`config.mk`:
```
export PLATFORM = sky130hd
export DESIGN_NAME = telnet_command_deframer
export DESIGN_NICKNAME = d
export VERILOG_FILES = /design/src/rtl/tcd_pkg.sv /design/src/rtl/telnet_command_deframer.sv
export SDC_FILE = /design/constraint.sdc
export NUM_CORES = 1
export LEC_CHECK = 0
export BUFFER_PORTS_ARGS = -buffer_cell sky130_fd_sc_hd__buf_2
export CORE_MARGIN = 1
export CORE_UTILIZATION = 40
export CTS_CLUSTER_DIAMETER = 50
export DETAILED_ROUTE_END_ITERATION = 10
export MAX_ROUTING_LAYER = met4
export SKIP_CTS_REPAIR_TIMING = 1
export SLEW_MARGIN = 20
export SYNTH_ARGS = -nofsm -noshare
export SYNTH_HDL_FRONTEND = slang
export SYNTH_SLANG_ARGS = --single-unit
```
`constraint.sdc`:
```
create_clock -name i_clk -period 7.92 [get_ports i_clk]
set_input_delay 0 -clock i_clk [delete_from_list [all_inputs] [get_ports i_clk]]
set_output_delay 0 -clock i_clk [all_outputs]
set_load 0.01 [all_outputs]
```
`src/rtl/tcd_pkg.sv`:
```
// Package for the Telnet command deframer: protocol codes, phase, kind and slot types.
package tcd_pkg;

    localparam int SUB_LEN_DEFAULT = 64;

    localparam logic [7:0] IAC      = 8'd255;
    localparam logic [7:0] CMD_DONT = 8'd254;
    localparam logic [7:0] CMD_DO   = 8'd253;
    localparam logic [7:0] CMD_WONT = 8'd252;
    localparam logic [7:0] CMD_WILL = 8'd251;
    localparam logic [7:0] CMD_SB   = 8'd250;
    localparam logic [7:0] CMD_IP   = 8'd244;
    localparam logic [7:0] CMD_BRK  = 8'd243;
    localparam logic [7:0] CMD_SE   = 8'd240;

    localparam logic [7:0] OPT_BINARY    = 8'd0;
    localparam logic [7:0] OPT_ECHO      = 8'd1;
    localparam logic [7:0] OPT_SUP_GA    = 8'd3;
    localparam logic [7:0] OPT_NAWS      = 8'd31;
    localparam logic [7:0] OPT_REFUSE_LO = 8'd32;
    localparam logic [7:0] OPT_REFUSE_HI = 8'd39;

    typedef enum logic [4:0] {
        PH_IDLE    = 5'b00001,
        PH_IAC     = 5'b00010,
        PH_OPT     = 5'b00100,
        PH_SUB     = 5'b01000,
        PH_SUB_IAC = 5'b10000
    } t_phase;

    typedef enum logic [1:0] {
        KIND_DATA   = 2'd0,
        KIND_REPLY  = 2'd1,
        KIND_STATUS = 2'd2
    } t_kind;

    typedef enum logic [1:0] {
        SLOT_IAC  = 2'd0,
        SLOT_RESP = 2'd1,
        SLOT_OPT  = 2'd2
    } t_slot;

endpackage

```
`src/rtl/telnet_command_deframer.sv`:
```
// Telnet command deframer: splits data from IAC sequences and answers negotiation.
//
//  channel | direction | handshake                  | payload
//  --------+-----------+----------------------------+---------------------------------------
//  in      | input     | i_in_valid / o_in_ready    | i_in_byte
//  cfg     | input     | i_cfg_valid / o_cfg_ready  | i_cfg_data (basic_mode)
//  out     | output    | o_out_valid / i_out_ready  | o_out_kind, o_out_byte, o_out_last,
//          |           |                            | window, echo, break, command count
//
//  A byte is parsed in the cycle it is accepted and its first result appears the next cycle.
//  Data and status bytes sustain one byte per cycle while i_out_ready is high; a negotiation
//  reply is three results, so input is held off while the reply register drains.
//  o_in_ready is high when the result register is empty or its last result is taken.
//  Synchronous active-low reset returns the parser to idle data mode; cfg is always ready.
module telnet_command_deframer #(
    parameter int SUB_LEN = tcd_pkg::SUB_LEN_DEFAULT
) (
    input  logic        i_clk,
    input  logic        i_rst_n,
    input  logic        i_in_valid,
    output logic        o_in_ready,
    input  logic [7:0]  i_in_byte,
    input  logic        i_cfg_valid,
    output logic        o_cfg_ready,
    input  logic        i_cfg_data,
    output logic        o_out_valid,
    input  logic        i_out_ready,
    output logic [1:0]  o_out_kind,
    output logic [7:0]  o_out_byte,
    output logic        o_out_last,
    output logic [15:0] o_window_cols,
    output logic [15:0] o_window_rows,
    output logic        o_server_echo,
    output logic        o_break_request,
    output logic [15:0] o_command_count
);
    import tcd_pkg::*;

    localparam int SUB_W = $clog2(SUB_LEN);

    t_phase           r_phase,   n_phase;
    logic [7:0]       r_cmd,     n_cmd;
    logic [7:0]       r_opt,     n_opt;
    logic [SUB_W-1:0] r_sub_idx, n_sub_idx;
    logic [7:0]       r_sub [4];
    logic [7:0]       n_sub [4];
    logic [15:0]      r_cols,    n_cols;
    logic [15:0]      r_rows,    n_rows;
    logic             r_echo,    n_echo;
    logic [15:0]      r_count,   n_count;
    logic             r_basic;

    logic             r_out_valid;
    logic             r_reply,   n_reply;
    t_kind            r_kind,    n_kind;
    logic [7:0]       r_byte,    n_byte;
    logic [7:0]       r_resp,    n_resp;
    logic             r_brk,     n_brk;
    t_slot            r_slot;

    logic             in_acc;
    logic             out_acc;
    logic             store;
    logic             cmd_byte;
    logic             run_cmd;
    logic [7:0]       run_code;
    logic [7:0]       run_opt;

    assign o_out_last  = !r_reply || (r_slot == SLOT_OPT);
    assign out_acc     = r_out_valid && i_out_ready;
    assign o_in_ready  = !r_out_valid || (i_out_ready && o_out_last);
    assign in_acc      = i_in_valid && o_in_ready;
    assign o_cfg_ready = 1'b1;

    always_comb begin
        n_phase   = r_phase;
        n_cmd     = r_cmd;
        n_opt     = r_opt;
        n_sub_idx = r_sub_idx;
        n_sub     = r_sub;
        n_cols    = r_cols;
        n_rows    = r_rows;
        n_echo    = r_echo;
        n_count   = r_count;
        n_reply   = 1'b0;
        n_kind    = KIND_STATUS;
        n_byte    = 8'd0;
        n_resp    = 8'd0;
        n_brk     = 1'b0;
        store     = 1'b0;
        cmd_byte  = 1'b0;
        run_cmd   = 1'b0;
        run_code  = r_cmd;
        run_opt   = r_opt;

        case (r_phase)
            PH_IDLE: begin
                if (i_in_byte == IAC) begin
                    n_phase = PH_IAC;
                end else begin
                    n_kind = KIND_DATA;
                    n_byte = i_in_byte;
                end
            end
            PH_IAC: begin
                if (i_in_byte == IAC) begin
                    n_phase = PH_IDLE;
                    n_kind  = KIND_DATA;
                    n_byte  = IAC;
                end else begin
                    cmd_byte = 1'b1;
                end
            end
            PH_OPT: begin
                n_opt = i_in_byte;
                if (r_cmd == CMD_SB) begin
                    n_phase   = PH_SUB;
                    n_sub_idx = '0;
                    for (int i = 0; i < 4; i++) begin
                        n_sub[i] = 8'd0;
                    end
                end else begin
                    n_phase = PH_IDLE;
                    run_cmd = 1'b1;
                    run_opt = i_in_byte;
                end
            end
            PH_SUB: begin
                store = 1'b1;
                if (i_in_byte == IAC) begin
                    n_phase = PH_SUB_IAC;
                end
            end
            PH_SUB_IAC: begin
                if (i_in_byte == IAC) begin
                    n_phase = PH_SUB;
                end else if (i_in_byte == CMD_SE) begin
                    store   = 1'b1;
                    n_phase = PH_IDLE;
                    run_cmd = 1'b1;
                end else begin
                    cmd_byte = 1'b1;
                end
            end
            default: begin
                n_phase = PH_IDLE;
            end
        endcase

        if (cmd_byte) begin
            n_cmd = i_in_byte;
            n_opt = 8'd0;
            if (i_in_byte inside {CMD_WILL, CMD_WONT, CMD_DO, CMD_DONT, CMD_SB}) begin
                n_phase = PH_OPT;
            end else begin
                n_phase  = PH_IDLE;
                run_cmd  = 1'b1;
                run_code = i_in_byte;
                run_opt  = 8'd0;
            end
        end

        if (store && (r_sub_idx < SUB_W'(SUB_LEN - 1))) begin
            if (r_sub_idx < SUB_W'(4)) begin
                n_sub[r_sub_idx[1:0]] = i_in_byte;
            end
            n_sub_idx = r_sub_idx + SUB_W'(1);
        end

        if (run_cmd) begin
            case (run_code)
                CMD_SB: begin
                    if (run_opt == OPT_NAWS) begin
                        n_cols = {n_sub[0], n_sub[1]};
                        n_rows = {n_sub[2], n_sub[3]};
                    end
                end
                CMD_IP, CMD_BRK: begin
                    n_brk = r_basic;
                end
                CMD_DO: begin
                    n_reply = 1'b1;
                    if (run_opt == OPT_ECHO) begin
                        n_resp = CMD_WILL;
                        n_echo = 1'b1;
                    end else if (run_opt == OPT_BINARY || run_opt == OPT_SUP_GA) begin
                        n_resp = CMD_WILL;
                    end else begin
                        n_resp = CMD_WONT;
                    end
                end
                CMD_WILL: begin
                    if (run_opt != OPT_SUP_GA) begin
                        n_reply = 1'b1;
                        if (run_opt inside {[OPT_REFUSE_LO:OPT_REFUSE_HI]}) begin
                            n_resp = CMD_DONT;
                        end else begin
                            n_resp = CMD_DO;
                        end
                    end
                end
                default: begin
                end
            endcase
            n_count = r_count + 16'd1;
        end
    end

    always_ff @(posedge i_clk) begin
        if (!i_rst_n) begin
            r_phase     <= PH_IDLE;
            r_cmd       <= 8'd0;
            r_opt       <= 8'd0;
            r_sub_idx   <= '0;
            r_cols      <= 16'd0;
            r_rows      <= 16'd0;
            r_echo      <= 1'b0;
            r_count     <= 16'd0;
            r_basic     <= 1'b0;
            r_out_valid <= 1'b0;
            r_reply     <= 1'b0;
            r_brk       <= 1'b0;
            r_slot      <= SLOT_IAC;
        end else begin
            if (i_cfg_valid) begin
                r_basic <= i_cfg_data;
            end
            if (in_acc) begin
                r_phase     <= n_phase;
                r_cmd       <= n_cmd;
                r_opt       <= n_opt;
                r_sub_idx   <= n_sub_idx;
                r_cols      <= n_cols;
                r_rows      <= n_rows;
                r_echo      <= n_echo;
                r_count     <= n_count;
                r_out_valid <= 1'b1;
                r_reply     <= n_reply;
                r_brk       <= n_brk;
                r_slot      <= SLOT_IAC;
            end else if (out_acc) begin
                if (o_out_last) begin
                    r_out_valid <= 1'b0;
                end else if (r_slot == SLOT_IAC) begin
                    r_slot <= SLOT_RESP;
                end else begin
                    r_slot <= SLOT_OPT;
                end
            end
        end
    end

    always_ff @(posedge i_clk) begin
        if (in_acc) begin
            r_sub  <= n_sub;
            r_kind <= n_kind;
            r_byte <= n_byte;
            r_resp <= n_resp;
        end
    end

    always_comb begin
        if (r_reply) begin
            o_out_kind = KIND_REPLY;
            case (r_slot)
                SLOT_IAC:  o_out_byte = IAC;
                SLOT_RESP: o_out_byte = r_resp;
                SLOT_OPT:  o_out_byte = r_opt;
                default:   o_out_byte = r_opt;
            endcase
        end else begin
            o_out_kind = r_kind;
            o_out_byte = r_byte;
        end
    end

    assign o_out_valid     = r_out_valid;
    assign o_window_cols   = r_cols;
    assign o_window_rows   = r_rows;
    assign o_server_echo   = r_echo;
    assign o_break_request = r_brk;
    assign o_command_count = r_count;

endmodule
```
==> results of run 1 <==
-- worst register-to-register path, cell delays in order (launching register included) --
cell and delay, ns:
dfxtp_1 0.50, nand2_1 0.14, o211ai_1 0.09, buf_4 0.20, or4_1 1.02, or4_4 0.81
o21ai_1 0.25
-- logic make-up after synthesis --
kind of cell	Yosys count	share of synthesized area (%)
AOI/OAI and AO/OA	193	21.2
buffers and inverters	107	6.62
adders and majority gates	5	0.946
other	1	0.0567
and+or+nand+nor	206	17.1
DFF	127	45.2
muxes	58	8.89
-- layout by cell type (no fill, tap or decap), types with 8 or more instances in the layout --
| master | count |
|---|---|
| nand2_1 | 55 |
| inv_1 | 52 |
| nand3_1 | 26 |
| dfxtp_1 | 82 |
| and2_1 | 34 |
| edfxtp_1 | 45 |
| a21o_1 | 9 |
| mux2i_1 | 55 |
| o211ai_1 | 18 |
| nand2b_1 | 16 |
| nor2_1 | 20 |
| dlygate4sd3_1 | 8 |
| o21ai_1 | 31 |
| buf_2 | 76 |
| o21ai_0 | 27 |
| o311ai_0 | 31 |
| a21oi_1 | 27 |
| nand4_1 | 11 |
| clkbuf_16 | 17 |
-- power groups by stage --
stage	Sequential (mW)	Combinational, mW	Clock, mW
after floorplan	0.698	0.0394	0
after global placement	0.700	0.0627	0
after detailed placement	0.700	0.0635	0
after CTS	0.686	0.0637	0.776
after global routing	0.686	0.0732	0.802
final	0.686	0.0670	0.762
-- metrics by stage --
| step | area, um2 | utilization, % | total power, mW | setup slack [ns] |
|---|---|---|---|---|
| 6_report | 7740 | 48.4 | 1.51 | 4.84 |
| 3_3_place_gp | 7080 | 44.2 | 0.762 | 4.94 |
| 5_1_grt | 7740 | 48.4 | 1.56 | 4.67 |
| 2_1_floorplan | 6620 | - | 0.738 | 4.59 |
| 4_1_cts | 7650 | 47.8 | 1.52 | 4.76 |
| 3_5_place_dp | 7080 | 44.2 | 0.763 | 4.78 |
-- synth_stat cells, types with 3 or more instances --
master	count
and3_1	3
o211ai_2	4
nand4_1	11
clkbuf_1	38
nor4_1	7
ha_1	5
nor4b_1	3
or2_2	3
nand2_1	55
buf_4	3
a21o_1	9
and4_1	3
o311ai_0	31
a21oi_1	28
mux2i_1	55
o211ai_1	18
o21ai_1	31
or4_1	3
nor3_1	5
nor2b_1	5
o2111ai_1	4
nand2b_1	16
inv_1	53
o31ai_1	5
dfxtp_1	82
edfxtp_1	45
o221ai_1	3
nor2_1	20
buf_2	7
a211oi_1	7
nand3_1	26
a211oi_2	3
o21ai_0	27
and2_1	34
-- area by class of cell --
| cell class | instances | area share (%) |
|---|---|---|
| Sequential cell | 127 | 38.7 |
| Clock buffer | 20 | 5.77 |
| Clock inverter | 12 | 1.58 |
| Tap cell | 216 | 3.49 |
| Timing Repair Buffer | 89 | 6.44 |
| Inverter | 55 | 2.67 |
| Multi-Input combinational cell | 463 | 41.4 |
-- sequential cells by signal, summed over array words and instances (netlist names), 2 cells and up --
| signal | flops |
|---|---|
| o_window_cols | 16 |
| o_window_rows | 16 |
| r_sub_idx | 6 |
| r_slot | 2 |
| r_opt | 8 |
| r_cmd | 8 |
| r_phase | 5 |
| r_resp | 4 |
| o_command_count | 16 |
| r_byte | 8 |
| r_sub | 32 |
-- path summary, 6_finish.rpt --
kind                            start                  end  slack, ns
setup reg to reg              r_reply     o_window_rows[6]       4.84
hold reg to reg   o_command_count[15]  o_command_count[15]       0.47
hold / removal           i_in_byte[5]             r_opt[5]      0.006
setup / recovery              r_reply     o_window_rows[6]       4.84
-- layer usage --
metal | vias to the layer above | GRT usage (%)
li1 | 2683 | -
met1 | 2695 | 28.3
met5 | - | -
met2 | 170 | 36.5
met3 | 26 | 4.36
met4 | 0 | 10.4
==> impl_metrics.tcl, run 1 <==
set metrics [dict create \
    status "complete, no violations" \
    cap_violations 0 \
    critPathMaxFanout 33 \
    portBuffers 76 \
    wl_per_cell_um 18.4 \
    vias 5574 \
    cp_slowest_stage_delay_ns 1.01 \
    fp.dieArea_mm2 0.0171 \
    num-nets-final 772 \
    grt_usage_pct 22.9 \
    crit_chain "nand2_1 > o211ai_1 > buf_4 > or4_1 > or4_4 > o21ai_1" \
    grt_pass1_vias 5369 \
    fin_cells 982 \
    hold_ws_ns 0.00633 \
    ir_worst_vdd_uv 146 \
    die_width_um 131 \
    seq_area_mm2 0.00299 \
    gp_congestion 0.876 \
    pwr-share-seq_pct 45.3 \
    tns_ns 0 \
    drt-vias-per-instance 5.68 \
    ys_ff_latch 127 \
    setup_viol 0 \
    clkPwrFrac_pct 50.3 \
    async_flop_share_pct 0 \
    tightest_slew_ns 1.12 \
    maxSlewViolCount 0 \
    yosys_warnings 0 \
    netlist_instances 697 \
    dr_wl_met3_um 881 \
    cts_tree "done" \
    synth_edf_count 45 \
    clock_latency_ns 0.43 \
    synth.area.top_cells "dfxtp_1, edfxtp_1, mux2i_1" \
    min_period_over_period_pct 38.9 \
    p_sw_share_pct 24.1 \
    cts_sinks 127 \
    rows 46 \
    worstSetupEndpointType "register" \
    switching_power_uw 365 \
    first_pass_iters 7 \
    hold_path_depth 3 \
    synthFlopType "dfxtp_1" \
    fin_crit_ns 3.08 \
    synth_cell_types 67 \
    drtIter0Drc 444 \
    core_area_mm2 0.0160 \
    grt_max_degree 73 \
    cp_top_family "simple AND/OR/NAND/NOR gates" \
    critPathBufInv 1 \
    critical_path_class "register to register" \
    ys_seq_area_share_pct 45.2 \
    synth_top_area_share_pct 24.8 \
    grt_first_pass_wirelength_mm 28.6 \
    slowest_stage "or4_1" \
    grt_setup_unrepaired "no" \
    cts_buffer_depth 2 \
    worstPathArrival_ns 3.42 \
    r2r_cells 6 \
    max_slew_margin_pct 25.7 \
    cts_root_buffer "clkbuf_16" \
    wl_met1_mm 8.11 \
    p_int_mw 1.15 \
    synthesis.nets 716 \
    synth_area_leader_cell "dfxtp_1" \
    multi_input_area_mm2 0.00320 \
    top_layer "met4" \
    routed_wl_mm 18.0 \
    p_leak_nw 2.88 \
    hold_class "input pin to register" \
    finClkSkew_ns 0.0106 \
    fillers 1541 \
    drive_gt1_share_pct 18.0 \
    syn_area_mm2 0.00662 \
    clkSlewWorstSetupHoldPaths_ns 0.06 \
    htreeDepth 4 \
    powerDensity_mw_per_mm2 196 \
    fmax_ghz 0.325 \
    diodes 0 \
    die_h_um 131 \
    grt_overflow 0 \
    syn_avg_cell_area_um2 9.49 \
    grt_antenna_before_repair 0 \
    required_ns 8.27 \
    wl_met2_mm 8.71 \
    hold_viol_final 0 \
    syn_to_final_growth_pct 16.9 \
    dpl.cell_count 942 \
    num_io_pins 78 \
    start_util_pct 41.3 \
    dp_hpwl_mm 11.8 \
    cp.depth 6 \
    final_antenna_net_count 0 \
    numCtsBuffers 17 \
    drc_errors 0 \
    startpoint_type "register" \
    pwr-share-comb_pct 4.4 \
]
(Power assumes the default switching activity.)
==> run 2, diff against run 1 <==
clock period = 2.8 ns   (was 7.92 ns; I/O delays follow)
==> run 2 against run 1 <==
Compared with the run above: critical path depth stayed put; register-to-register slack lost 4.6 ns; sequential share of layout area shrank 0.38 points; worst setup slack worse by 4.6 ns; via count is 2.3% higher; combinational power grew to 3.0 times the previous value; critical endpoint is now o_command_count[7]; die area is the same; flip-flop and latch count did not move; power rose to 2.8 times the previous value; maximum frequency increased by 19%; global-route usage up 0.64 points.
==> impl_metrics.tcl, run 2 (synthesis results as in run 1) <==
set metrics [dict create \
    status "complete, no violations" \
    final_common_cell "dfxtp_1" \
    fp.dieArea_mm2 0.0171 \
    startpoint_type "register" \
    fin_area_mm2 0.00781 \
    critical_path_class "register to register" \
    die_h_um 131 \
    cp_top_family "simple AND/OR/NAND/NOR gates" \
    final_antenna_net_count 0 \
    htreeDepth 4 \
    layout_common_cells "dfxtp_1, buf_2, mux2i_1, nand2_1, inv_1" \
    syn_to_final_growth_pct 18.1 \
    drc_errors 0 \
    tightest_slew_ns 0.938 \
    portBuffers 76 \
    maxSlewViolCount 0 \
    cap_violations 0 \
    cts_sinks 127 \
    grt_setup_unrepaired "no" \
    die_width_um 131 \
    drt-vias-per-instance 5.74 \
    grt_antenna_before_repair 0 \
    largest_reg_flops 32 \
    cts_buffer_depth 2 \
    numCtsBuffers 17 \
    fillers 1546 \
    grt_first_pass_wirelength_mm 29.7 \
    multi_input_area_mm2 0.00319 \
    regMostFlops "r_sub" \
    min_period_over_period_pct 92.1 \
    tns_ns 0 \
    p_leak_nw 2.94 \
    worstPathArrival_ns 2.92 \
    rows 46 \
    cts_tree "done" \
    fin_crit_ns 2.58 \
    clkSlewWorstSetupHoldPaths_ns 0.06 \
    cp_slowest_stage_delay_ns 0.76 \
    grt_pass1_vias 5456 \
    diodes 0 \
    drtIter0Drc 449 \
    num-nets-final 784 \
    first_pass_iters 5 \
    ir_worst_vdd_uv 411 \
    drive_gt1_share_pct 19.3 \
    core_area_mm2 0.0160 \
    start_util_pct 41.3 \
    slowest_stage "or4_1" \
    setup_viol 0 \
    fmax_ghz 0.388 \
    grt_usage_pct 23.6 \
    wl_per_cell_um 18.6 \
    num_io_pins 78 \
    placed_area_mm2 0.00718 \
    hold_ws_ns 0.00625 \
    grt_max_degree 72 \
    critPathBufInv 1 \
    dp_hpwl_mm 12.0 \
    hold_class "input pin to register" \
    worstSetupEndpointType "register" \
    critPathMaxFanout 8 \
    powerDensity_mw_per_mm2 546 \
    gp_congestion 0.877 \
    finClkSkew_ns 0.0103 \
    max_slew_margin_pct 37.5 \
    vias 5704 \
    required_ns 3.15 \
    seq_area_mm2 0.00299 \
    routed_wl_mm 18.5 \
    hold_viol_final 0 \
    grt_overflow 0 \
    clock_latency_ns 0.42 \
    crit_chain "nor4_4 > a22oi_2 > or4_1 > buf_4 > a211oi_1 > mux2i_1" \
    cts_root_buffer "clkbuf_16" \
]
-- run 2: cell count changes in the layout (fill, tap and decap cells not counted), moves of 2 or more --
cell,delta
dlygate4sd3_1,-2
buf_4,+14
inv_6,-4
clkinv_4,+2
-- run 2: cell type report --
cell class,instances,area share [%]
Multi-Input combinational cell,463,40.8
Tap cell,216,3.46
Clock inverter,13,1.78
Clock buffer,19,5.54
Sequential cell,127,38.3
Inverter,55,2.64
Timing Repair Buffer,101,7.46
-- run 2: power breakdown --
part,internal (mW),switching [mW]
Combinational,0.0608,0.140
Clock,1.31,0.816
Sequential,1.93,0.00737
Total,3.30,0.964
-- run 2: worst paths after layout --
check,cells after the start,slack (ns),from,end
worst max-delay path,6,0.22,r_phase[3],o_command_count[7]
worst min-delay path,3,0.006,i_in_byte[3],r_opt[3]
worst max register to register,6,0.22,r_phase[3],o_command_count[7]
worst min register to register,1,0.47,o_server_echo,o_server_echo
-- run 2: tightest hold or removal path: stages --
cell and delay (ns):
buf_2 0.21, nand2_1 0.10, a21oi_1 0.06
-- run 2: through the flow --
stage               setup slack (ns)  util [%]  power [mW]  std cells
floorplan                      0.349         -        2.09        697
global placement               0.384      44.9        2.16        956
detailed placement             0.250      44.9        2.17        956
CTS                            0.230      48.5        4.30        988
global route                  0.0917      48.8        4.41        994
finish                         0.221      48.8        4.26        994
-- run 2: routing by layer --
layer  up-vias  share of wire, %  global-route usage (%)
li1       2702                 -                       -
met1      2784                45                    29.7
met2       180                48                    37.5
met3        38               5.1                    4.19
met4         0               2.1                    9.40
met5         -                 0                       -
